File: src/rtl/u8g_pkg.sv
// Shared types and constants for the UTF-8 to glyph index unit.
package u8g_pkg;

	localparam int BYTE_W  = 8;
	localparam int CP_W    = 21;
	localparam int CODE_W  = 16;
	localparam int CFG_IDX_W = 2;

	localparam logic [CFG_IDX_W-1:0] CFG_FIRST_CODE = 2'd0;
	localparam logic [CFG_IDX_W-1:0] CFG_LAST_CODE  = 2'd1;

	localparam logic [CODE_W-1:0] FIRST_CODE_RST = 16'd32;
	localparam logic [CODE_W-1:0] LAST_CODE_RST  = 16'd126;

	localparam logic [CP_W-1:0] FALLBACK_CP = 21'h00003F;

	// job queue between decoder and result sequencer
	localparam int JOB_DEPTH = 4;
	localparam int JOB_PTR_W = $clog2(JOB_DEPTH);
	localparam int JOB_CNT_W = $clog2(JOB_DEPTH + 1);

	typedef struct packed {
		logic [CODE_W-1:0] first_code;
		logic [CODE_W-1:0] last_code;
	} font_cfg_t;

	// one input byte's worth of results: rep_cnt replacements, then
	// optionally one decoded codepoint
	typedef struct packed {
		logic [2:0]      rep_cnt;
		logic            has_cp;
		logic [CP_W-1:0] cp;
		logic            text_end;
	} job_t;

endpackage

File: src/rtl/utf8_to_glyph_index_unit.sv
// Top level of the UTF-8 to glyph index unit.
// Takes one string byte per cycle whenever full is low and turns it into 0 to 4 results
// (codepoint, replacement flag, glyph index). The decoder turns each byte that yields
// results into one job in the cycle it is accepted; a 4-entry job queue feeds the result
// sequencer, which delivers one result per cycle from its output register while pop is
// high. A byte causing n results therefore occupies the sequencer for all n results; most
// bytes cause at most one, so the sustained rate is one byte per cycle, with the queue
// absorbing bursts of flushed replacements. A byte's first result passes through the job
// queue and then the output register. Configuration writes are always ready and registered.
module utf8_to_glyph_index_unit (
	input  logic                          clk,
	input  logic                          arst_n,
	input  logic                          push,
	output logic                          full,
	input  logic [u8g_pkg::BYTE_W-1:0]    byte_value,
	input  logic                          string_end,
	output logic                          empty,
	input  logic                          pop,
	output logic [u8g_pkg::CP_W-1:0]      code_point,
	output logic                          is_replacement,
	output logic [u8g_pkg::CODE_W-1:0]    glyph_index,
	output logic                          has_glyph,
	output logic                          run_last,
	output logic                          text_last,
	input  logic                          cfg_valid,
	output logic                          cfg_ready,
	input  logic [u8g_pkg::CFG_IDX_W-1:0] cfg_index,
	input  logic [u8g_pkg::CODE_W-1:0]    cfg_data
);

	u8g_pkg::font_cfg_t cfg_q;
	logic               accept;
	logic               fe_job_valid;
	u8g_pkg::job_t      fe_job;
	logic               q_full;
	logic               q_not_empty;
	u8g_pkg::job_t      q_job;
	logic               q_pop;

	assign cfg_ready = 1'b1;
	assign full      = q_full;
	assign accept    = push && !q_full;

	always_ff @(posedge clk or negedge arst_n) begin
		if (!arst_n) begin
			cfg_q.first_code <= u8g_pkg::FIRST_CODE_RST;
			cfg_q.last_code  <= u8g_pkg::LAST_CODE_RST;
		end else if (cfg_valid && cfg_ready) begin
			case (cfg_index)
				u8g_pkg::CFG_FIRST_CODE: cfg_q.first_code <= cfg_data;
				u8g_pkg::CFG_LAST_CODE:  cfg_q.last_code  <= cfg_data;
				default: ;
			endcase
		end
	end

	u8g_front u_front (
		.clk        (clk),
		.arst_n     (arst_n),
		.accept     (accept),
		.byte_value (byte_value),
		.string_end (string_end),
		.job_valid  (fe_job_valid),
		.job        (fe_job)
	);

	u8g_job_fifo u_fifo (
		.clk       (clk),
		.arst_n    (arst_n),
		.wr_en     (fe_job_valid),
		.wr_job    (fe_job),
		.full      (q_full),
		.rd_en     (q_pop),
		.rd_job    (q_job),
		.not_empty (q_not_empty)
	);

	u8g_back u_back (
		.clk            (clk),
		.arst_n         (arst_n),
		.cfg            (cfg_q),
		.job_valid      (q_not_empty),
		.job            (q_job),
		.job_pop        (q_pop),
		.pop            (pop),
		.empty          (empty),
		.code_point     (code_point),
		.is_replacement (is_replacement),
		.glyph_index    (glyph_index),
		.has_glyph      (has_glyph),
		.run_last       (run_last),
		.text_last      (text_last)
	);

endmodule

File: src/rtl/u8g_front.sv
// Decoder front end: buffers multi-byte sequences and emits one job per byte that yields results.
module u8g_front (
	input  logic                       clk,
	input  logic                       arst_n,
	input  logic                       accept,
	input  logic [u8g_pkg::BYTE_W-1:0] byte_value,
	input  logic                       string_end,
	output logic                       job_valid,
	output u8g_pkg::job_t              job
);

	logic [u8g_pkg::BYTE_W-1:0] pend_q [3];
	logic [1:0]                 pcnt_q;
	logic [2:0]                 slen_q;

	logic [u8g_pkg::BYTE_W-1:0] pend_n [3];
	logic [1:0]                 pcnt_n;
	logic [2:0]                 slen_n;
	logic [2:0]                 rep;
	logic                       has_cp;
	logic [u8g_pkg::CP_W-1:0]   cp;
	logic                       start;
	logic                       is_cont;
	logic [2:0]                 lead_len;
	logic [7:0]                 lead_m;
	logic [25:0]                acc;

	always_comb begin
		if (byte_value[7:5] == 3'b110) begin
			lead_len = 3'd2;
		end else if (byte_value[7:4] == 4'b1110) begin
			lead_len = 3'd3;
		end else if (byte_value[7:3] == 5'b11110) begin
			lead_len = 3'd4;
		end else begin
			lead_len = 3'd0;
		end
	end

	always_comb begin
		case (slen_q)
			3'd2:    lead_m = pend_q[0] & 8'h1F;
			3'd3:    lead_m = pend_q[0] & 8'h0F;
			default: lead_m = pend_q[0] & 8'h07;
		endcase
		case (pcnt_q)
			2'd1:    acc = {12'b0, lead_m, byte_value[5:0]};
			2'd2:    acc = {6'b0, lead_m, pend_q[1][5:0], byte_value[5:0]};
			default: acc = {lead_m, pend_q[1][5:0], pend_q[2][5:0], byte_value[5:0]};
		endcase
	end

	always_comb begin
		rep     = 3'd0;
		has_cp  = 1'b0;
		cp      = '0;
		pend_n  = pend_q;
		pcnt_n  = pcnt_q;
		slen_n  = slen_q;
		start   = 1'b0;
		is_cont = (byte_value[7:6] == 2'b10);

		if (pcnt_q == 2'd0) begin
			start = 1'b1;
		end else if (is_cont) begin
			if (({1'b0, pcnt_q} + 3'd1) >= slen_q) begin
				has_cp = 1'b1;
				cp     = acc[u8g_pkg::CP_W-1:0];
				pcnt_n = 2'd0;
				slen_n = 3'd0;
			end else if (pcnt_q != 2'd3) begin
				pend_n[pcnt_q] = byte_value;
				pcnt_n         = pcnt_q + 2'd1;
			end
		end else begin
			// broken sequence: one '?' per buffered byte, then decode afresh
			rep    = {1'b0, pcnt_q};
			pcnt_n = 2'd0;
			slen_n = 3'd0;
			start  = 1'b1;
		end

		if (start) begin
			if (!byte_value[7]) begin
				has_cp = 1'b1;
				cp     = {{(u8g_pkg::CP_W-u8g_pkg::BYTE_W){1'b0}}, byte_value};
			end else if (lead_len == 3'd0) begin
				rep = rep + 3'd1;
			end else begin
				pend_n[0] = byte_value;
				pcnt_n    = 2'd1;
				slen_n    = lead_len;
			end
		end

		if (string_end && pcnt_n != 2'd0) begin
			rep    = rep + {1'b0, pcnt_n};
			pcnt_n = 2'd0;
			slen_n = 3'd0;
		end
	end

	assign job_valid    = accept && (rep != 3'd0 || has_cp);
	assign job.rep_cnt  = rep;
	assign job.has_cp   = has_cp;
	assign job.cp       = cp;
	assign job.text_end = string_end;

	always_ff @(posedge clk or negedge arst_n) begin
		if (!arst_n) begin
			pend_q[0] <= '0;
			pend_q[1] <= '0;
			pend_q[2] <= '0;
			pcnt_q    <= 2'd0;
			slen_q    <= 3'd0;
		end else if (accept) begin
			pend_q <= pend_n;
			pcnt_q <= pcnt_n;
			slen_q <= slen_n;
		end
	end

endmodule

File: src/rtl/u8g_job_fifo.sv
// Short job queue between the decoder and the result sequencer.
module u8g_job_fifo (
	input  logic          clk,
	input  logic          arst_n,
	input  logic          wr_en,
	input  u8g_pkg::job_t wr_job,
	output logic          full,
	input  logic          rd_en,
	output u8g_pkg::job_t rd_job,
	output logic          not_empty
);

	u8g_pkg::job_t                 mem_q [u8g_pkg::JOB_DEPTH];
	logic [u8g_pkg::JOB_PTR_W-1:0] wr_ptr_q;
	logic [u8g_pkg::JOB_PTR_W-1:0] rd_ptr_q;
	logic [u8g_pkg::JOB_CNT_W-1:0] cnt_q;
	logic                          do_wr;
	logic                          do_rd;

	assign full      = (cnt_q == u8g_pkg::JOB_CNT_W'(u8g_pkg::JOB_DEPTH));
	assign not_empty = (cnt_q != '0);
	assign do_wr     = wr_en && !full;
	assign do_rd     = rd_en && not_empty;
	assign rd_job    = mem_q[rd_ptr_q];

	always_ff @(posedge clk) begin
		if (do_wr) begin
			mem_q[wr_ptr_q] <= wr_job;
		end
	end

	always_ff @(posedge clk or negedge arst_n) begin
		if (!arst_n) begin
			wr_ptr_q <= '0;
			rd_ptr_q <= '0;
			cnt_q    <= '0;
		end else begin
			if (do_wr) begin
				wr_ptr_q <= wr_ptr_q + u8g_pkg::JOB_PTR_W'(1);
			end
			if (do_rd) begin
				rd_ptr_q <= rd_ptr_q + u8g_pkg::JOB_PTR_W'(1);
			end
			case ({do_wr, do_rd})
				2'b10:   cnt_q <= cnt_q + u8g_pkg::JOB_CNT_W'(1);
				2'b01:   cnt_q <= cnt_q - u8g_pkg::JOB_CNT_W'(1);
				default: cnt_q <= cnt_q;
			endcase
		end
	end

endmodule

File: src/rtl/u8g_back.sv
// Result sequencer: expands jobs into results, maps glyphs, holds the output register.
module u8g_back (
	input  logic                       clk,
	input  logic                       arst_n,
	input  u8g_pkg::font_cfg_t         cfg,
	input  logic                       job_valid,
	input  u8g_pkg::job_t              job,
	output logic                       job_pop,
	input  logic                       pop,
	output logic                       empty,
	output logic [u8g_pkg::CP_W-1:0]   code_point,
	output logic                       is_replacement,
	output logic [u8g_pkg::CODE_W-1:0] glyph_index,
	output logic                       has_glyph,
	output logic                       run_last,
	output logic                       text_last
);

	logic [2:0]                 idx_q;
	logic                       out_valid_q;
	logic [u8g_pkg::CP_W-1:0]   cp_q;
	logic                       repl_q;
	logic [u8g_pkg::CODE_W-1:0] glyph_q;
	logic                       has_q;
	logic                       run_last_q;
	logic                       text_last_q;

	logic                       advance;
	logic [2:0]                 total;
	logic                       item_last;
	logic                       item_repl;
	logic [u8g_pkg::CP_W-1:0]   item_cp;
	logic                       in_rng;
	logic                       fb_in_rng;
	logic [u8g_pkg::CODE_W-1:0] look;
	logic                       item_has;
	logic [u8g_pkg::CODE_W-1:0] item_glyph;

	assign total     = job.rep_cnt + {2'b0, job.has_cp};
	assign item_last = (idx_q == total - 3'd1);
	assign item_repl = (idx_q < job.rep_cnt);
	assign item_cp   = item_repl ? u8g_pkg::FALLBACK_CP : job.cp;
	assign advance   = job_valid && (!out_valid_q || pop);
	assign job_pop   = advance && item_last;

	always_comb begin
		in_rng = (item_cp >= {5'b0, cfg.first_code}) && (item_cp <= {5'b0, cfg.last_code});
		fb_in_rng = (u8g_pkg::FALLBACK_CP >= {5'b0, cfg.first_code})
			&& (u8g_pkg::FALLBACK_CP <= {5'b0, cfg.last_code});
		look = in_rng ? item_cp[u8g_pkg::CODE_W-1:0]
			: u8g_pkg::FALLBACK_CP[u8g_pkg::CODE_W-1:0];
		item_has   = in_rng || fb_in_rng;
		item_glyph = item_has ? (look - cfg.first_code) : '0;
	end

	always_ff @(posedge clk or negedge arst_n) begin
		if (!arst_n) begin
			idx_q       <= 3'd0;
			out_valid_q <= 1'b0;
		end else begin
			if (advance) begin
				idx_q       <= item_last ? 3'd0 : idx_q + 3'd1;
				out_valid_q <= 1'b1;
			end else if (pop) begin
				out_valid_q <= 1'b0;
			end
		end
	end

	always_ff @(posedge clk) begin
		if (advance) begin
			cp_q        <= item_cp;
			repl_q      <= item_repl;
			glyph_q     <= item_glyph;
			has_q       <= item_has;
			run_last_q  <= item_last;
			text_last_q <= item_last && job.text_end;
		end
	end

	assign empty          = !out_valid_q;
	assign code_point     = cp_q;
	assign is_replacement = repl_q;
	assign glyph_index    = glyph_q;
	assign has_glyph      = has_q;
	assign run_last       = run_last_q;
	assign text_last      = text_last_q;

	// a held result must not let the sequencer move on within its job
	assert property (@(posedge clk) disable iff (!arst_n)
		(out_valid_q && !pop) |=> (out_valid_q && $stable(idx_q)))
		else $error("sequencer advanced while result was held");

	assert property (@(posedge clk) disable iff (!arst_n)
		(out_valid_q && text_last_q) |-> run_last_q)
		else $error("end of string not on last result of its byte");

	assert property (@(posedge clk) disable iff (!arst_n)
		(out_valid_q && repl_q) |-> (cp_q == u8g_pkg::FALLBACK_CP))
		else $error("replacement result without fallback codepoint");

	assert property (@(posedge clk) disable iff (!arst_n)
		(out_valid_q && !has_q) |-> (glyph_q == '0))
		else $error("glyph index set with no glyph");

endmodule

File: config.mk
export PLATFORM = sky130hd
export DESIGN_NAME = utf8_to_glyph_index_unit
export DESIGN_NICKNAME = d
export VERILOG_FILES = /design/src/rtl/u8g_pkg.sv /design/src/rtl/utf8_to_glyph_index_unit.sv /design/src/rtl/u8g_front.sv /design/src/rtl/u8g_job_fifo.sv /design/src/rtl/u8g_back.sv
export SDC_FILE = /design/constraint.sdc
export NUM_CORES = 1
export LEC_CHECK = 0
export BUFFER_PORTS_ARGS = -buffer_cell sky130_fd_sc_hd__buf_2
export CORE_MARGIN = 3
export CORE_UTILIZATION = 39
export DETAILED_ROUTE_END_ITERATION = 16
export GPL_TIMING_DRIVEN = 0
export HOLD_SLACK_MARGIN = 0.12
export PLACE_DENSITY = 0.57
export SYNTH_ARGS = -nofsm -noshare
export SYNTH_HDL_FRONTEND = slang
export SYNTH_HIERARCHICAL = 1
export SYNTH_SLANG_ARGS = --single-unit
File: constraint.sdc
create_clock -name clk -period 7.32 [get_ports clk]
set_input_delay 1.464 -clock clk [delete_from_list [all_inputs] [get_ports clk]]
set_output_delay 1.464 -clock clk [all_outputs]
set_load 0.005 [all_outputs]
==> results of run 1 <==
-- state kept, by name, indices dropped and copies added, names as in the netlist, named ones only --
name                   cells
u_fifo/mem_q             104
cfg_q                     32
u_back/code_point         21
u_back/glyph_index        16
u_front/pend_q             5
u_back/idx_q               3
u_fifo/cnt_q               3
u_front/slen_q             3
u_fifo/rd_ptr_q            2
u_fifo/wr_ptr_q            2
u_front/pcnt_q             2
u_back/has_glyph           1
u_back/is_replacement      1
u_back/out_valid_q         1
u_back/run_last            1
u_back/text_last           1
-- placed cells by master, fill, tap and decap left out, types with 5 or more instances in the layout --
cell type	count
and2_1	30
clkbuf_1	11
nor4_1	5
a31oi_1	6
inv_1	61
buf_2	75
o21a_1	5
edfxtp_1	145
nand2b_1	21
clkinv_2	6
nand2_1	27
nor3_1	15
nor2_1	35
nor2b_1	11
a22oi_1	5
mux4_1	8
ha_1	65
o22ai_1	5
nand4_1	6
dfrtp_1	58
nand3_1	20
or2_2	8
dfstp_2	7
xor2_1	9
buf_4	6
a211oi_1	7
mux2_2	52
a21oi_1	29
clkbuf_16	26
a21o_1	5
xnor2_1	13
mux4_2	18
o21ai_0	20
-- metrics by stage --
stage	setup WS (ns)	instance area (um^2)	hold WS [ns]	utilization (%)	power, mW
after floorplan	1.17	10700	0.467	-	3.28
after global placement	-0.170	11400	0.484	43.3	3.85
after detailed placement	-0.219	11500	0.486	43.5	3.88
after CTS	0.0920	12300	0.500	46.4	5.03
after global routing	-0.0163	12300	0.508	46.5	5.37
final	0.444	12300	0.500	46.5	4.99
-- per-layer routing --
| metal | vias up | global-route usage, % |
|---|---|---|
| met1 | 3044 | 20.4 |
| met5 | - | 0 |
| li1 | 3111 | - |
| met4 | 0 | 3.92 |
| met3 | 32 | 2.23 |
| met2 | 134 | 24.8 |
-- critical path, stage by stage, from the launching register on --
cell and delay, ns:
dfrtp_1 0.33, buf_6 0.18, mux4_1 0.62, inv_1 0.08, ha_1 0.23, a21oi_1 0.24
o21ai_4 0.16, clkbuf_4 0.25, and2_1 0.25, ha_1 0.33, and4_1 0.25, nand3_1 0.20
a2111oi_2 0.44, nor2_1 0.10, o221a_2 0.28, o211ai_4 0.29, clkbuf_4 0.27, nor2_1 0.06
ha_1 0.37, a21o_1 0.23, or3_1 0.34, o21ai_2 0.20, a21oi_1 0.13, a41oi_1 0.32
a21oi_1 0.14, xnor2_1 0.21, mux2i_1 0.20
-- what timing repair did --
item | in CTS | in global routing
resized for setup | 2 | 7
endpoints found under the setup margin | 4 | 5
pin swaps | 0 | 0
-- final cells by class --
class                   count  share of cell area, %
flip-flops and latches    210                   48.7
clock inverters             9                  0.376
clock buffers              35                   5.81
repair buffers             75                   3.56
plain buffers              25                   1.73
well taps                 335                   3.41
inverters                  64                   1.95
multi-input cells         485                   34.5
-- logic make-up after synthesis --
kind of cell / after synthesis
adder cells (fa/ha/maj): 69
other: 1
AND/OR/NAND/NOR: 201
flip-flops: 210
multiplexers: 83
buffers and inverters: 90
AO/OA/AOI/OAI: 109
XOR/XNOR: 22
-- how the worst max path moves through the flow --
stage,cells after the start,startpoint,end
6_report,26,u_fifo/rd_ptr_q[0],u_back/glyph_index[15]
2_1_floorplan,27,u_fifo/rd_ptr_q[0],u_back/glyph_index[15]
3_3_place_gp,26,u_fifo/rd_ptr_q[1],u_back/glyph_index[15]
5_1_grt,26,u_fifo/rd_ptr_q[0],u_back/glyph_index[15]
4_1_cts,29,u_fifo/rd_ptr_q[1],u_back/glyph_index[14]
3_5_place_dp,26,u_fifo/rd_ptr_q[1],u_back/glyph_index[15]
-- cell usage after synthesis, types with 5 or more instances --
| master | n |
|---|---|
| nand4_1 | 6 |
| buf_2 | 6 |
| nor4_1 | 5 |
| a21o_1 | 5 |
| o22ai_1 | 5 |
| and2_1 | 31 |
| o21ai_0 | 21 |
| a31oi_1 | 6 |
| xor2_1 | 9 |
| clkbuf_1 | 7 |
| or2_2 | 8 |
| xnor2_1 | 13 |
| dfstp_2 | 7 |
| nand3_1 | 20 |
| o21a_1 | 5 |
| a21oi_1 | 29 |
| nor2_1 | 35 |
| edfxtp_1 | 145 |
| nand2_1 | 27 |
| mux2_2 | 52 |
| dfrtp_1 | 58 |
| mux4_2 | 18 |
| nand2b_1 | 21 |
| ha_1 | 65 |
| nor3_1 | 15 |
| a22oi_1 | 5 |
| mux4_1 | 8 |
| a211oi_1 | 7 |
| nor2b_1 | 11 |
| buf_4 | 5 |
| inv_1 | 62 |
-- power breakdown --
group	total (mW)	switching (mW)	internal, mW
sequential	1.80	0.125	1.67
clock	1.13	0.458	0.676
combinational	2.06	1.16	0.899
total	4.99	1.75	3.25
==> impl_results.md, run 1 <==
* Starting DRT DRC Count at 349
* Syn Inst Count at 785
* Max Used Layer: met4
* Worst-margin pin slew at 1.38 ns
* Chip height at 171 um
* Min Tclk post-route at 6.88 ns
* Drc violations at 0
* Total grt overflow at 0
* Placed Cells at 1194
* GP Congestion at 0.843
* GRT Util Overall at 14.8%
* Hold Fails Final Rpt at 0
* Fmax at 145 MHz
* Synth-to-layout area growth at 15.3%
* Wirelength per Cell at 17.3 um
* Starting Density at 40.3%
* Core Area at 0.0264 mm^2
* Vias in the first global route at 6350
* Metal3 WL at 835 um
* Initial antenna violation count at 0
* Synth Area in Adders at 8.30%
* Top post-synthesis cells by area: edfxtp_1 (41%), dfrtp_1 (14%), ha_1 (7.6%)
* Metal2 WL at 10.1 mm
* Area of the multi-input gates at 0.00424 mm^2
* Share of layout cells above drive strength 1 at 26.4%
* Post-CTS Setup Bufs at 0
* Tightest Hold Check Type: register to register
* Yosys reg bits at 210
* Worst-Skew Late Latency at 0.51 ns
* Reg-to-reg startpoint: u_fifo/rd_ptr_q[0]
* Simple-Gate Fraction of Synth Area at 10.6%
* Post-DRT Antenna Nets at 0
* Register clock-pin slew on the reported worst setup and hold paths at 0.06 ns
* Final Skew at 0.0110 ns
* Worst r2r dst: u_back/glyph_index[15]
* Max-cap check violation count at 0
* Slew margin rel. at 8.12%
* Cell taking the most area after synthesis: edfxtp_1
* Worst Min Path Start: u_front/pend_q[19]
* Ant. Diodes at 0
* Routed wire length at 21.5 mm
* Placement Rows at 59
* Register area share after synthesis at 56.2%
* Htree depth at 1
* Max Slew Vio Count at 0
* Power per Cell Area at 406 mW/mm^2
* VDD IR max at 0.183 mV
* Reg2Reg Depth at 26
* Syn_nets at 885
* DRT met1 WL at 9.97 mm
* Worst-path fanout max at 19
* Worst reg-to-reg setup slack at 0.44 ns
* I/O pin total at 76
* Cell Count, Final, Fillers Out at 1238
* Post-synth EDFFs at 145
* # setup viols final at 0
* # clock sinks at 210
* Hold path depth at 1
* DR vias at 6321
* Sink of the worst hold path: u_front/pend_q[19]
* Largest family of logic cells by synthesized area: multiplexers
* Vias/cell at 5.11
* Reg area at 0.00599 mm^2
* Type of destination of the critical path: register
* Status: finished, final reports clean
* Top cell type's share of synthesized area at 40.8%
* CP startpoint kind: register
* Hpwl dp at 15.7 mm
* Setup Crit Path Kind: register to register
* Filler Cells Inserted at 2398
* Mux contribution to synthesized area at 11.8%
* Pre-antenna DRT Iters at 5
* CTS buffer count at 24
* Synthesized area per cell at 13.6 um^2
* Distinct cell type count after synthesis at 73
* Mapped cell area at 0.0107 mm^2
* Largest net degree at the start of global routing at 44
* Top FF cell, synth: edfxtp_1
* Period utilization at 93.9%
* Global-route wire length before repair at 34.2 mm
* Crit path arrival time at 7.24 ns
* Synth warn at 6
* Post-Synth XOR/XNOR Area at 1.81%
* Compound-Gate Fraction of Synth Area at 7.11%
* CTS tree: done
* CTS max path bufs at 3
* Lkg Pwr at 4.96 nW
* Fraction of registers with async set/reset at 31.0%
* Nets at 985
* Die W at 171 um
* Die area at 0.0294 mm^2
* CTS Root Cell: clkbuf_16
* Port bufs at 72
* Hold-fix buffers, CTS at 0
* Fin Setup TNS at 0 ns
* Worst Path Required at 7.68 ns
Note: power is estimated with default switching activity, not from simulation.
==> inputs of run 2 (changes only) <==
CELL_PAD_IN_SITES_DETAIL_PLACEMENT = 2   (was unset)
CELL_PAD_IN_SITES_GLOBAL_PLACEMENT = 2   (was unset)
PLACE_DENSITY = 0.74   (was 0.57)
SKIP_CTS_REPAIR_TIMING = 1   (was unset)
TNS_END_PERCENT = 100   (was unset)
==> impl_results.md, run 2 (same netlist as run 1, synthesis figures left out) <==
* Routed wire length at 27.6 mm
* Worst-margin pin slew at 1.36 ns
* Tightest Hold Check Type: register to register
* Worst-Skew Late Latency at 0.52 ns
* Largest Register: u_fifo/mem_q
* Status: finished, final reports clean
* Met1 usage at 22.7%
* Fmax at 144 MHz
* Initial antenna violation count at 0
* Finished Core Util at 46.5%
* Die area at 0.0294 mm^2
* Chip height at 171 um
* Design Area, Final at 0.0123 mm^2
* CP startpoint kind: register
* Ant. Diodes at 0
* Worst Path Required at 7.69 ns
* Max Slew Vio Count at 0
* Hold WS at 0.509 ns
* CTS tree: done
* CTS buffer count at 25
* Period utilization at 94.6%
* Most Crowded Layer GR: met2
* # setup viols final at 0
* Core Area at 0.0264 mm^2
* Met3 usage at 2.53%
* Hold Fails Final Rpt at 0
* Nets at 986
* Total Power at 5.22 mW
* Crit path arrival time at 7.29 ns
* Die W at 171 um
* GRT Util Overall at 18.9%
* Hpwl dp at 20.6 mm
* Largest net degree at the start of global routing at 66
* Placed Area at 0.0115 mm^2
* Worst-path fanout max at 10
* Register clock-pin slew on the reported worst setup and hold paths at 0.06 ns
* Total grt overflow at 0
* Htree depth at 1
* Lkg Pwr at 4.94 nW
* Min Tclk post-route at 6.93 ns
* VDD IR max at 0.218 mV
* Commonest non-fill, non-tap cells in the layout: edfxtp_1 (145), buf_2 (76), ha_1 (65)
* # clock sinks at 210
* Fin Setup TNS at 0 ns
* Vias in the first global route at 7612
* Max-cap check violation count at 0
* Drc violations at 0
* GP Congestion at 0.825
* Placement Rows at 59
* Setup Crit Path Kind: register to register
* Starting Density at 40.3%
* Starting DRT DRC Count at 309
* Pre-antenna DRT Iters at 4
* Max reg flops at 104
* Power per Cell Area at 425 mW/mm^2
* CTS max path bufs at 3
* DR vias at 6671
* Final Skew at 0.00977 ns
* CTS Root Cell: clkbuf_16
* Vias/cell at 5.38
* GRT met2 Usage at 36.2%
* Synth-to-layout area growth at 15.1%
* Type of destination of the critical path: register
* RSZ-0062 raised after global routing: no
* Slew margin rel. at 9.22%
* Worst reg-to-reg setup slack at 0.39 ns
* Commonest non-fill, non-tap cell in the layout: edfxtp_1
* Port bufs at 72
* I/O pin total at 76
* Global-route wire length before repair at 43.3 mm
* Wirelength per Cell at 22.3 um
* Share of layout cells above drive strength 1 at 27.3%
* Post-DRT Antenna Nets at 0
## run 2: cell count changes in the layout (fill, tap and decap cells not counted), moves of 3 or more
cell / change
clkinv_1: +3
clkbuf_8: -3
clkinvlp_4: +4
clkbuf_1: -5
## run 2: critical path: stages (launching register included)
cell and delay, ns:
dfrtp_1 0.35, buf_6 0.20, mux4_2 0.58, inv_1 0.09, ha_1 0.24, a21oi_1 0.24
o21ai_4 0.09, buf_2 0.19, clkbuf_2 0.20, and2_1 0.28, ha_1 0.36, and4_1 0.26
nand3_2 0.15, a2111oi_4 0.37, nor2_1 0.09, o221a_2 0.28, o211ai_4 0.29, buf_4 0.23
nor2_1 0.05, ha_1 0.36, a21o_1 0.24, or3_1 0.37, o21ai_2 0.21, a21oi_1 0.14
a41oi_1 0.29, a21oi_1 0.16, xnor2_1 0.23, mux2i_1 0.22
## run 2: power by group
group	switching [mW]	total, mW	internal, mW
Combinational	1.33	2.25	0.919
Sequential	0.150	1.82	1.67
Clock	0.494	1.16	0.662
Total	1.97	5.22	3.25
## run 2: path summary, 6_finish.rpt
check                                   start                endpoint  cells after the start
max reg2reg                u_fifo/rd_ptr_q[0]  u_back/glyph_index[15]                     27
min                                  cfg_q[8]                cfg_q[8]                      1
max in group asynchronous              arst_n               cfg_q[25]                      1
max                        u_fifo/rd_ptr_q[0]  u_back/glyph_index[15]                     27
min in group asynchronous              arst_n       u_front/pcnt_q[0]                      1
min reg2reg                          cfg_q[8]                cfg_q[8]                      1
## run 2: cell type report
class,instances,area [um^2]
fillers,2621,14100
repair buffers,74,390
multi-input cells,485,4260
clock inverters,20,136
clock buffers,26,629
flip-flops and latches,210,5990
plain buffers,26,215
inverters,64,240
well taps,335,419
## run 2: through the flow
stage / std cells / setup WS, ns
2_1_floorplan: 785 / 1.17
3_3_place_gp: 1192 / -0.174
3_5_place_dp: 1193 / -0.497
5_1_grt: 1240 / 0.0456
4_1_cts: 1239 / -0.543
6_report: 1240 / 0.393
## run 2: routing by layer
layer	part of all wire (%)	wire, um	vias up
met5	0	0	-
met4	1.9	534	0
met3	3.2	894	35
met2	54	14800	116
met1	41	11300	3416
li1	-	-	3104
